--- src/rtl/slid_pkg.sv ---
// Shared types and constants for the sorted list insert/delete block.
package slid_pkg;

  typedef enum logic [1:0] {
    OP_INSERT = 2'd0,
    OP_DELETE = 2'd1,
    OP_DUMP   = 2'd2
  } op_e;

  typedef enum logic [1:0] {
    ST_OK       = 2'd0,
    ST_FULL     = 2'd1,
    ST_NOTFOUND = 2'd2,
    ST_EMPTY    = 2'd3
  } status_e;

  localparam int ValueW = 32;
  localparam int CountW = 5;
  localparam int QDepth = 2;
  localparam int QAddrW = 1;

  typedef struct packed {
    op_e                      op;
    logic signed [ValueW-1:0] value;
  } cmd_t;

endpackage

--- src/rtl/slid_front.sv ---
// Front end: accepts input items, drops unused opcodes, queues commands.
module slid_front (
  input  logic                        in_valid_i,
  output logic                        in_stall_o,
  input  logic [1:0]                  opcode_i,
  input  logic signed [31:0]          value_i,
  input  logic                        q_full_i,
  output logic                        q_push_o,
  output slid_pkg::cmd_t              q_cmd_o
);
  import slid_pkg::*;

  logic op_known;

  always_comb begin
    op_known = opcode_i inside {OP_INSERT, OP_DELETE, OP_DUMP};
  end

  assign in_stall_o    = q_full_i;
  assign q_push_o      = in_valid_i && !q_full_i && op_known;
  assign q_cmd_o.op    = op_e'(opcode_i);
  assign q_cmd_o.value = value_i;

endmodule

--- src/rtl/slid_fifo.sv ---
// Short command queue between the front end and the table engine.
module slid_fifo (
  input  logic           clk_i,
  input  logic           rst_ni,
  input  logic           push_i,
  input  slid_pkg::cmd_t data_i,
  output logic           full_o,
  input  logic           pop_i,
  output slid_pkg::cmd_t data_o,
  output logic           empty_o
);
  import slid_pkg::*;

  cmd_t                store_q [QDepth];
  logic [QAddrW-1:0]   wr_ptr_q, wr_ptr_d;
  logic [QAddrW-1:0]   rd_ptr_q, rd_ptr_d;
  logic [QAddrW:0]     fill_q, fill_d;

  assign full_o  = (fill_q == (QAddrW+1)'(QDepth));
  assign empty_o = (fill_q == '0);
  assign data_o  = store_q[rd_ptr_q];

  always_comb begin
    wr_ptr_d = wr_ptr_q;
    rd_ptr_d = rd_ptr_q;
    fill_d   = fill_q;
    if (push_i) begin
      wr_ptr_d = wr_ptr_q + 1'b1;
    end
    if (pop_i) begin
      rd_ptr_d = rd_ptr_q + 1'b1;
    end
    if (push_i && !pop_i) begin
      fill_d = fill_q + 1'b1;
    end else if (!push_i && pop_i) begin
      fill_d = fill_q - 1'b1;
    end
  end

  always_ff @(posedge clk_i or negedge rst_ni) begin
    if (!rst_ni) begin
      wr_ptr_q <= '0;
      rd_ptr_q <= '0;
      fill_q   <= '0;
    end else begin
      wr_ptr_q <= wr_ptr_d;
      rd_ptr_q <= rd_ptr_d;
      fill_q   <= fill_d;
    end
  end

  always_ff @(posedge clk_i) begin
    if (push_i) begin
      store_q[wr_ptr_q] <= data_i;
    end
  end

endmodule

--- src/rtl/slid_back.sv ---
// Table engine: sorted entry memory, insert/delete/dump sequencer, output register.
module slid_back #(
  parameter int DEPTH = 16
) (
  input  logic                  clk_i,
  input  logic                  rst_ni,
  input  logic                  q_empty_i,
  input  slid_pkg::cmd_t        q_cmd_i,
  output logic                  q_pop_o,
  output logic                  out_valid_o,
  input  logic                  out_stall_i,
  output logic signed [31:0]    entry_value_o,
  output logic [1:0]            status_o,
  output logic [4:0]            entry_count_o,
  output logic                  last_o
);
  import slid_pkg::*;

  localparam int AW = (DEPTH > 1) ? $clog2(DEPTH) : 1;
  localparam int CW = $clog2(DEPTH + 1);

  localparam logic [2:0] S_IDLE = 3'd0;
  localparam logic [2:0] S_RD   = 3'd1;
  localparam logic [2:0] S_ACT  = 3'd2;
  localparam logic [2:0] S_WRV  = 3'd3;
  localparam logic [2:0] S_OUT  = 3'd4;

  logic signed [ValueW-1:0] mem [DEPTH];
  logic signed [ValueW-1:0] rd_data_q;

  logic [2:0]               state_q, state_d;
  op_e                      op_q, op_d;
  logic signed [ValueW-1:0] val_q, val_d;
  logic [AW-1:0]            idx_q, idx_d;
  logic [CW-1:0]            cnt_q, cnt_d;
  logic                     found_q, found_d;
  status_e                  st_q, st_d;

  logic                     out_valid_q;
  logic signed [ValueW-1:0] out_entry_q;
  status_e                  out_status_q;
  logic [CountW-1:0]        out_count_q;
  logic                     out_last_q;

  logic                     we;
  logic [AW-1:0]            wa;
  logic signed [ValueW-1:0] wd;
  logic                     load;
  logic signed [ValueW-1:0] ld_entry;
  status_e                  ld_status;
  logic                     ld_last;
  logic                     out_free;
  logic [CW-1:0]            cnt_last;
  logic                     at_last;
  logic [CW+CountW-1:0]     cnt_ext;

  assign out_free = !out_valid_q || !out_stall_i;
  assign cnt_last = cnt_q - 1'b1;
  assign at_last  = (CW'(idx_q) == cnt_last);
  assign cnt_ext  = (CW+CountW)'(cnt_q);

  always_comb begin
    state_d   = state_q;
    op_d      = op_q;
    val_d     = val_q;
    idx_d     = idx_q;
    cnt_d     = cnt_q;
    found_d   = found_q;
    st_d      = st_q;
    we        = 1'b0;
    wa        = '0;
    wd        = val_q;
    q_pop_o   = 1'b0;
    load      = 1'b0;
    ld_entry  = '0;
    ld_status = st_q;
    ld_last   = 1'b1;
    case (state_q)
      S_IDLE: begin
        if (!q_empty_i) begin
          q_pop_o = 1'b1;
          op_d    = q_cmd_i.op;
          val_d   = q_cmd_i.value;
          idx_d   = '0;
          found_d = 1'b0;
          case (q_cmd_i.op)
            OP_INSERT: begin
              if (cnt_q == CW'(DEPTH)) begin
                st_d    = ST_FULL;
                state_d = S_OUT;
              end else if (cnt_q == '0) begin
                state_d = S_WRV;
              end else begin
                idx_d   = AW'(cnt_last);
                state_d = S_RD;
              end
            end
            OP_DELETE: begin
              if (cnt_q == '0) begin
                st_d    = ST_NOTFOUND;
                state_d = S_OUT;
              end else begin
                state_d = S_RD;
              end
            end
            OP_DUMP: begin
              if (cnt_q == '0) begin
                st_d    = ST_EMPTY;
                state_d = S_OUT;
              end else begin
                state_d = S_RD;
              end
            end
            default: begin
              state_d = S_IDLE;
            end
          endcase
        end
      end
      S_RD: begin
        state_d = S_ACT;
      end
      S_ACT: begin
        case (op_q)
          OP_INSERT: begin
            we = 1'b1;
            wa = idx_q + 1'b1;
            if (rd_data_q >= val_q) begin
              wd = rd_data_q;
              if (idx_q == '0) begin
                state_d = S_WRV;
              end else begin
                idx_d   = idx_q - 1'b1;
                state_d = S_RD;
              end
            end else begin
              wd      = val_q;
              cnt_d   = cnt_q + 1'b1;
              st_d    = ST_OK;
              state_d = S_OUT;
            end
          end
          OP_DELETE: begin
            if (found_q) begin
              we = 1'b1;
              wa = idx_q - 1'b1;
              wd = rd_data_q;
            end
            found_d = found_q || (rd_data_q == val_q);
            if (at_last) begin
              if (found_d) begin
                cnt_d = cnt_q - 1'b1;
                st_d  = ST_OK;
              end else begin
                st_d  = ST_NOTFOUND;
              end
              state_d = S_OUT;
            end else begin
              idx_d   = idx_q + 1'b1;
              state_d = S_RD;
            end
          end
          OP_DUMP: begin
            if (out_free) begin
              load      = 1'b1;
              ld_entry  = rd_data_q;
              ld_status = ST_OK;
              ld_last   = at_last;
              if (at_last) begin
                state_d = S_IDLE;
              end else begin
                idx_d   = idx_q + 1'b1;
                state_d = S_RD;
              end
            end
          end
          default: begin
            state_d = S_IDLE;
          end
        endcase
      end
      S_WRV: begin
        we      = 1'b1;
        wa      = '0;
        wd      = val_q;
        cnt_d   = cnt_q + 1'b1;
        st_d    = ST_OK;
        state_d = S_OUT;
      end
      S_OUT: begin
        if (out_free) begin
          load      = 1'b1;
          ld_entry  = '0;
          ld_status = st_q;
          ld_last   = 1'b1;
          state_d   = S_IDLE;
        end
      end
      default: begin
        state_d = S_IDLE;
      end
    endcase
  end

  always_ff @(posedge clk_i or negedge rst_ni) begin
    if (!rst_ni) begin
      state_q     <= S_IDLE;
      op_q        <= OP_INSERT;
      idx_q       <= '0;
      cnt_q       <= '0;
      found_q     <= 1'b0;
      st_q        <= ST_OK;
      out_valid_q <= 1'b0;
    end else begin
      state_q <= state_d;
      op_q    <= op_d;
      idx_q   <= idx_d;
      cnt_q   <= cnt_d;
      found_q <= found_d;
      st_q    <= st_d;
      if (load) begin
        out_valid_q <= 1'b1;
      end else if (!out_stall_i) begin
        out_valid_q <= 1'b0;
      end
    end
  end

  always_ff @(posedge clk_i) begin
    val_q <= val_d;
    if (load) begin
      out_entry_q  <= ld_entry;
      out_status_q <= ld_status;
      out_count_q  <= cnt_ext[CountW-1:0];
      out_last_q   <= ld_last;
    end
  end

  always_ff @(posedge clk_i) begin
    if (we) begin
      mem[wa] <= wd;
    end
    rd_data_q <= mem[idx_q];
  end

  assign out_valid_o   = out_valid_q;
  assign entry_value_o = out_entry_q;
  assign status_o      = out_status_q;
  assign entry_count_o = out_count_q;
  assign last_o        = out_last_q;

endmodule

--- src/rtl/sorted_list_insert_delete.sv ---
// Sorted list of signed 32-bit keys with insert, delete and in-order dump.
// Items pass through a two-entry command queue into a table engine that keeps up
// to DEPTH keys in ascending order in a memory with one write port and a registered
// read port, so the engine reads one entry, then acts on it, before it moves on. An
// insert scans down from the last entry and shifts each entry not below the key up
// by one before it writes the key, a delete scans every entry and shifts those after
// the match down, and a dump sends each entry in order, held by output stalls. A full
// table on insert, or an empty one on delete or dump, skips the scan. Opcode 3 is
// taken and dropped with no result. The final result of each item carries last.
module sorted_list_insert_delete #(
  parameter int DEPTH = 16
) (
  input  logic               clk_i,
  input  logic               rst_ni,
  input  logic               in_valid_i,
  output logic               in_stall_o,
  input  logic [1:0]         opcode_i,
  input  logic signed [31:0] value_i,
  output logic               out_valid_o,
  input  logic               out_stall_i,
  output logic signed [31:0] entry_value_o,
  output logic [1:0]         status_o,
  output logic [4:0]         entry_count_o,
  output logic               last_o
);
  import slid_pkg::*;

  logic q_push;
  logic q_full;
  logic q_pop;
  logic q_empty;
  cmd_t q_cmd_in;
  cmd_t q_cmd_out;

  slid_front u_front (
    .in_valid_i (in_valid_i),
    .in_stall_o (in_stall_o),
    .opcode_i   (opcode_i),
    .value_i    (value_i),
    .q_full_i   (q_full),
    .q_push_o   (q_push),
    .q_cmd_o    (q_cmd_in)
  );

  slid_fifo u_fifo (
    .clk_i   (clk_i),
    .rst_ni  (rst_ni),
    .push_i  (q_push),
    .data_i  (q_cmd_in),
    .full_o  (q_full),
    .pop_i   (q_pop),
    .data_o  (q_cmd_out),
    .empty_o (q_empty)
  );

  slid_back #(
    .DEPTH (DEPTH)
  ) u_back (
    .clk_i         (clk_i),
    .rst_ni        (rst_ni),
    .q_empty_i     (q_empty),
    .q_cmd_i       (q_cmd_out),
    .q_pop_o       (q_pop),
    .out_valid_o   (out_valid_o),
    .out_stall_i   (out_stall_i),
    .entry_value_o (entry_value_o),
    .status_o      (status_o),
    .entry_count_o (entry_count_o),
    .last_o        (last_o)
  );

endmodule
--- config.mk ---
export PLATFORM = sky130hd
export DESIGN_NAME = sorted_list_insert_delete
export DESIGN_NICKNAME = d
export VERILOG_FILES = /design/src/rtl/slid_pkg.sv /design/src/rtl/slid_front.sv /design/src/rtl/slid_fifo.sv /design/src/rtl/slid_back.sv /design/src/rtl/sorted_list_insert_delete.sv
export SDC_FILE = /design/constraint.sdc
export NUM_CORES = 1
export LEC_CHECK = 0
export ABC_AREA = 1
export BUFFER_PORTS_ARGS = -buffer_cell sky130_fd_sc_hd__buf_2
export CORE_ASPECT_RATIO = 1.1
export CORE_UTILIZATION = 45
export CTS_BUF_LIST = sky130_fd_sc_hd__clkbuf_8
export DETAILED_ROUTE_END_ITERATION = 8
export PLACE_DENSITY = 0.68
export SLEW_MARGIN = 20
export SYNTH_ARGS = -nofsm -noshare
export SYNTH_HDL_FRONTEND = slang
export SYNTH_SLANG_ARGS = --single-unit
--- constraint.sdc ---
create_clock -name clk_i -period 5.5 [get_ports clk_i]
set_input_delay 1.1 -clock clk_i [delete_from_list [all_inputs] [get_ports clk_i]]
set_output_delay 1.1 -clock clk_i [all_outputs]
set_load 0.01 [all_outputs]
==> reports/metrics.csv <==
stage,metric,value,unit
synthesis,yosys-top-cells-area,"edfxtp_1 (68%), nor2_1 (5.5%), o21ai_0 (5.5%)",
final_layout,layout_common_cells,"edfxtp_1 (652), nor2_1 (394), o21ai_0 (316), nand2_1 (315), inv_1 (150)",
routing,routed_wirelength,73.5,mm
sta,setup_tns,0,ns
routing,via_count,19300,
sta,max_freq,243,MHz
critical_path,startpoint_type,register,
worst_hold_path,hold_path.class,input pin to asynchronous set/reset pin,
synthesis,synth_mux_area_frac,0,
cts,clkSlewWorstSetupHoldPaths,0.06,ns
sta,drv_slew,0,
routing,wl_per_cell,21.3,microns
critical_path,cp_max_fo,33,
sta,worstMarginPinSlew,1.13,ns
critical_path,cp_slowest_stage_delay,0.80,ns
final_layout,area_growth,12.3,%
final_layout,final_common_cell,edfxtp_1,
sta,finalSetupViolations,0,
cts,clockRootBuffer,clkbuf_8,
power_and_ir_drop,vdd_drop_max,0.000269,V
global_route,antenna_found_initial,1,
placed_design,placed_cells,3241,
die,dieWidth,244,microns
critical_path,crit_top_cell,nand2_1,
final_layout,fin_cells,3442,
cts,cts_buffers,107,
flow_run,drv_cap,0,
synthesis,synth_top_family_by_area,simple AND/OR/NAND/NOR gates,
final_layout,nets,2593,
synthesis,syn_inst,2417,
die,die_h,268,microns
routing,via_per_inst,5.60,
global_route,first_global_vias,18800,
placed_design,hpwl,44.4,mm
placed_design,finalWeightedCongestion,0.944,
global_route,gr-usage-met3,0.0300,
sta,max_slew_margin,0.245,
synthesis,synth_simple_gate_area_frac,0.116,
synthesis,yosys.area.top_type,edfxtp_1,
die,dieArea,0.0654,sq mm
die,ioPinCount,80,
sta,min_period_over_period,0.748,
cts,cts.sinks,706,
critical_path,crit_family,simple AND/OR/NAND/NOR gates,
die,core_area,0.0637,sq mm
cts,cts_hold_buf,0,
global_route,grt-ovfl-total,0,
synthesis,synth_xor_area_frac,0.00544,
global_route,grt_max_degree,104,
routing,drc,0,
synthesis,synthesis.nets,2500,
critical_path,critical_path_required,5.79,ns
global_route,use_met1,0.277,
cts,clock_latency,0.73,ns
routing,ant_nets,0,
routing,first_iter_violations,1832,
global_route,top_usage_layer,met2,
critical_path,critical_path_class,register to register,
synthesis,synth_seq_area_share,0.717,
global_route,grt_use_met2,0.375,
cts,cts_max_level,3,
critical_path,cp_cell_sequence,inv_1 -> ha_1 -> inv_1 -> nor2_2 -> nor2_4 -> inv_2 -> nand2_1 -> nand2_1 -> nand2_1,
die,placementRows,97,
synthesis,synth.distinct_cells,45,
critical_path,crit_arrival,4.40,ns
sta,fin_skew,0.0376,ns
sta,grt_setup_unrepaired,no,
global_route,grt_usage,0.222,
power_and_ir_drop,power.density,543,mW/mm^2
synthesis,ys_ff_latch,706,
synthesis,avgSynthCellArea,12.0,sq um
cts,clock_path_buffers,3,
global_route,grt_pass1_wl,110,mm
routing,dr.pass1.iters,6,
cts,cts_resized,0,
synthesis,synth_fa_ha_area_frac,0.0194,
final_layout,drive_gt1_frac,0.121,
critical_path,crit_slowest_cell,ha_1,
power_and_ir_drop,p_leak,11.8,nW
run_status,status,finished clean,
sta,hold_viol,0,
synthesis,synth_top_area_frac,0.675,
critical_path,path_buf_inv,3,
synthesis,synth_compound_area_frac,0.108,
synthesis,synth_warnings,0,
sta,final.min_clock_period,4.11,ns
critical_path,endpoint_kind,register,
cts,cts_setup_buffers,0,
power_and_ir_drop,finalPower,0.0177,W
synthesis,syn-cell-area,0.0290,sq mm
placed_design,numPortBuffers,79,
cts,cts_tree,built,
die,initial_core_util,0.455,
worst register-to-register path: stages, from the launching register on:
cell     delay (ns)
dfrtp_1        0.41
inv_1          0.11
ha_1           0.80
inv_1          0.17
nor2_2         0.35
nor2_4         0.19
inv_2          0.49
nand2_1        0.61
nand2_1        0.22
nand2_1        0.34
per-stage QoR:
stage	worst slack (ns)	hold WS (ns)	area, sq um	util
6_report	1.39	0.373	32500	0.511
4_1_cts	1.24	0.349	32500	0.510
2_1_floorplan	0.823	0.453	29000	-
3_5_place_dp	1.26	0.486	30500	0.478
5_1_grt	1.14	0.396	32500	0.511
3_3_place_gp	1.27	0.476	30300	0.476
cell families (layout without fill, tap and decap cells):
kind of cell / Yosys count / count (layout)
XOR/XNOR: 18 / 18
buffers and inverters: 260 / 443
AND/OR/NAND/NOR: 840 / 840
flip-flops: 706 / 706
AO/OA/AOI/OAI: 548 / 548
adder cells (fa/ha/maj): 45 / 45
other: 0 / 1
synth_stat cells (all sizes together):
library cell / number
edfxtp: 652
nor2: 430
o21ai: 330
nand2: 318
inv: 125
clkbuf: 115
o22ai: 92
nand3: 75
a21oi: 49
ha: 45
o221ai: 40
dfxtp: 32
o211ai: 28
dfrtp: 22
buf: 16
xor2: 11
nor3: 7
xnor2: 7
clkinv: 4
nand4: 4
o21a: 4
or2: 3
a21o: 1
a221oi: 1
a22oi: 1
a32oi: 1
and2: 1
nand3b: 1
nor3b: 1
o2111ai: 1
worst paths after layout:
check / slack (ns) / to / cells past startpoint / startpoint
hold reg to reg: 0.49 / u_back.st_q[0]$_DFFE_PN0P_ / 2 / u_back.st_q[0]$_DFFE_PN0P_
max in group asynchronous: 4.73 / u_back.idx_q[0]$_DFFE_PN0P_ / 1 / rst_ni
min in group clk_i: 0.49 / u_back.st_q[0]$_DFFE_PN0P_ / 2 / u_back.st_q[0]$_DFFE_PN0P_
setup reg to reg: 1.39 / u_back.mem[7][6]$_DFFE_PP_ / 9 / u_back.op_q[1]$_DFFE_PN0P_
hold / removal: 0.37 / u_fifo.fill_q[1]$_DFFE_PN0P_ / 1 / rst_ni
setup / recovery: 1.39 / u_back.mem[7][6]$_DFFE_PP_ / 9 / u_back.op_q[1]$_DFFE_PN0P_
per-layer routing:
layer / routed length [microns] / vias up
met2: 36500 / 748
met5: 0 / -
met3: 4260 / 170
li1: - / 8844
met1: 29200 / 9529
met4: 3540 / 0
area by class of cell:
class / instances / area [sq um]
well taps: 841 / 1050
flip-flops and latches: 706 / 20800
inverters: 129 / 494
clock inverters: 83 / 455
multi-input cells: 1451 / 7390
fillers: 5397 / 31200
repair buffers: 115 / 771
diodes: 1 / 2.50
clock buffers: 116 / 1600
flip-flops by register name, indices dropped and copies added (netlist names):
register,count
u_back.mem,512
u_fifo.store_q,68
u_back.entry_value_o,32
u_back.rd_data_q,32
u_back.val_q,32
u_back.cnt_q,5
u_back.entry_count_o,5
u_back.idx_q,4
u_back.state_q,3
u_back.op_q,2
u_back.st_q,2
u_back.status_o,2
u_fifo.fill_q,2
u_back.found_q,1
u_back.last_o,1
u_back.out_valid_o,1
u_fifo.rd_ptr_q,1
u_fifo.wr_ptr_q,1
power by group:
group	switching, W	internal [W]	total, W
clock network	0.00202	0.00209	0.00412
registers	0.000485	0.00752	0.00801
logic	0.00417	0.00138	0.00555
No activity file was read; power rests on OpenSTA's default activity.
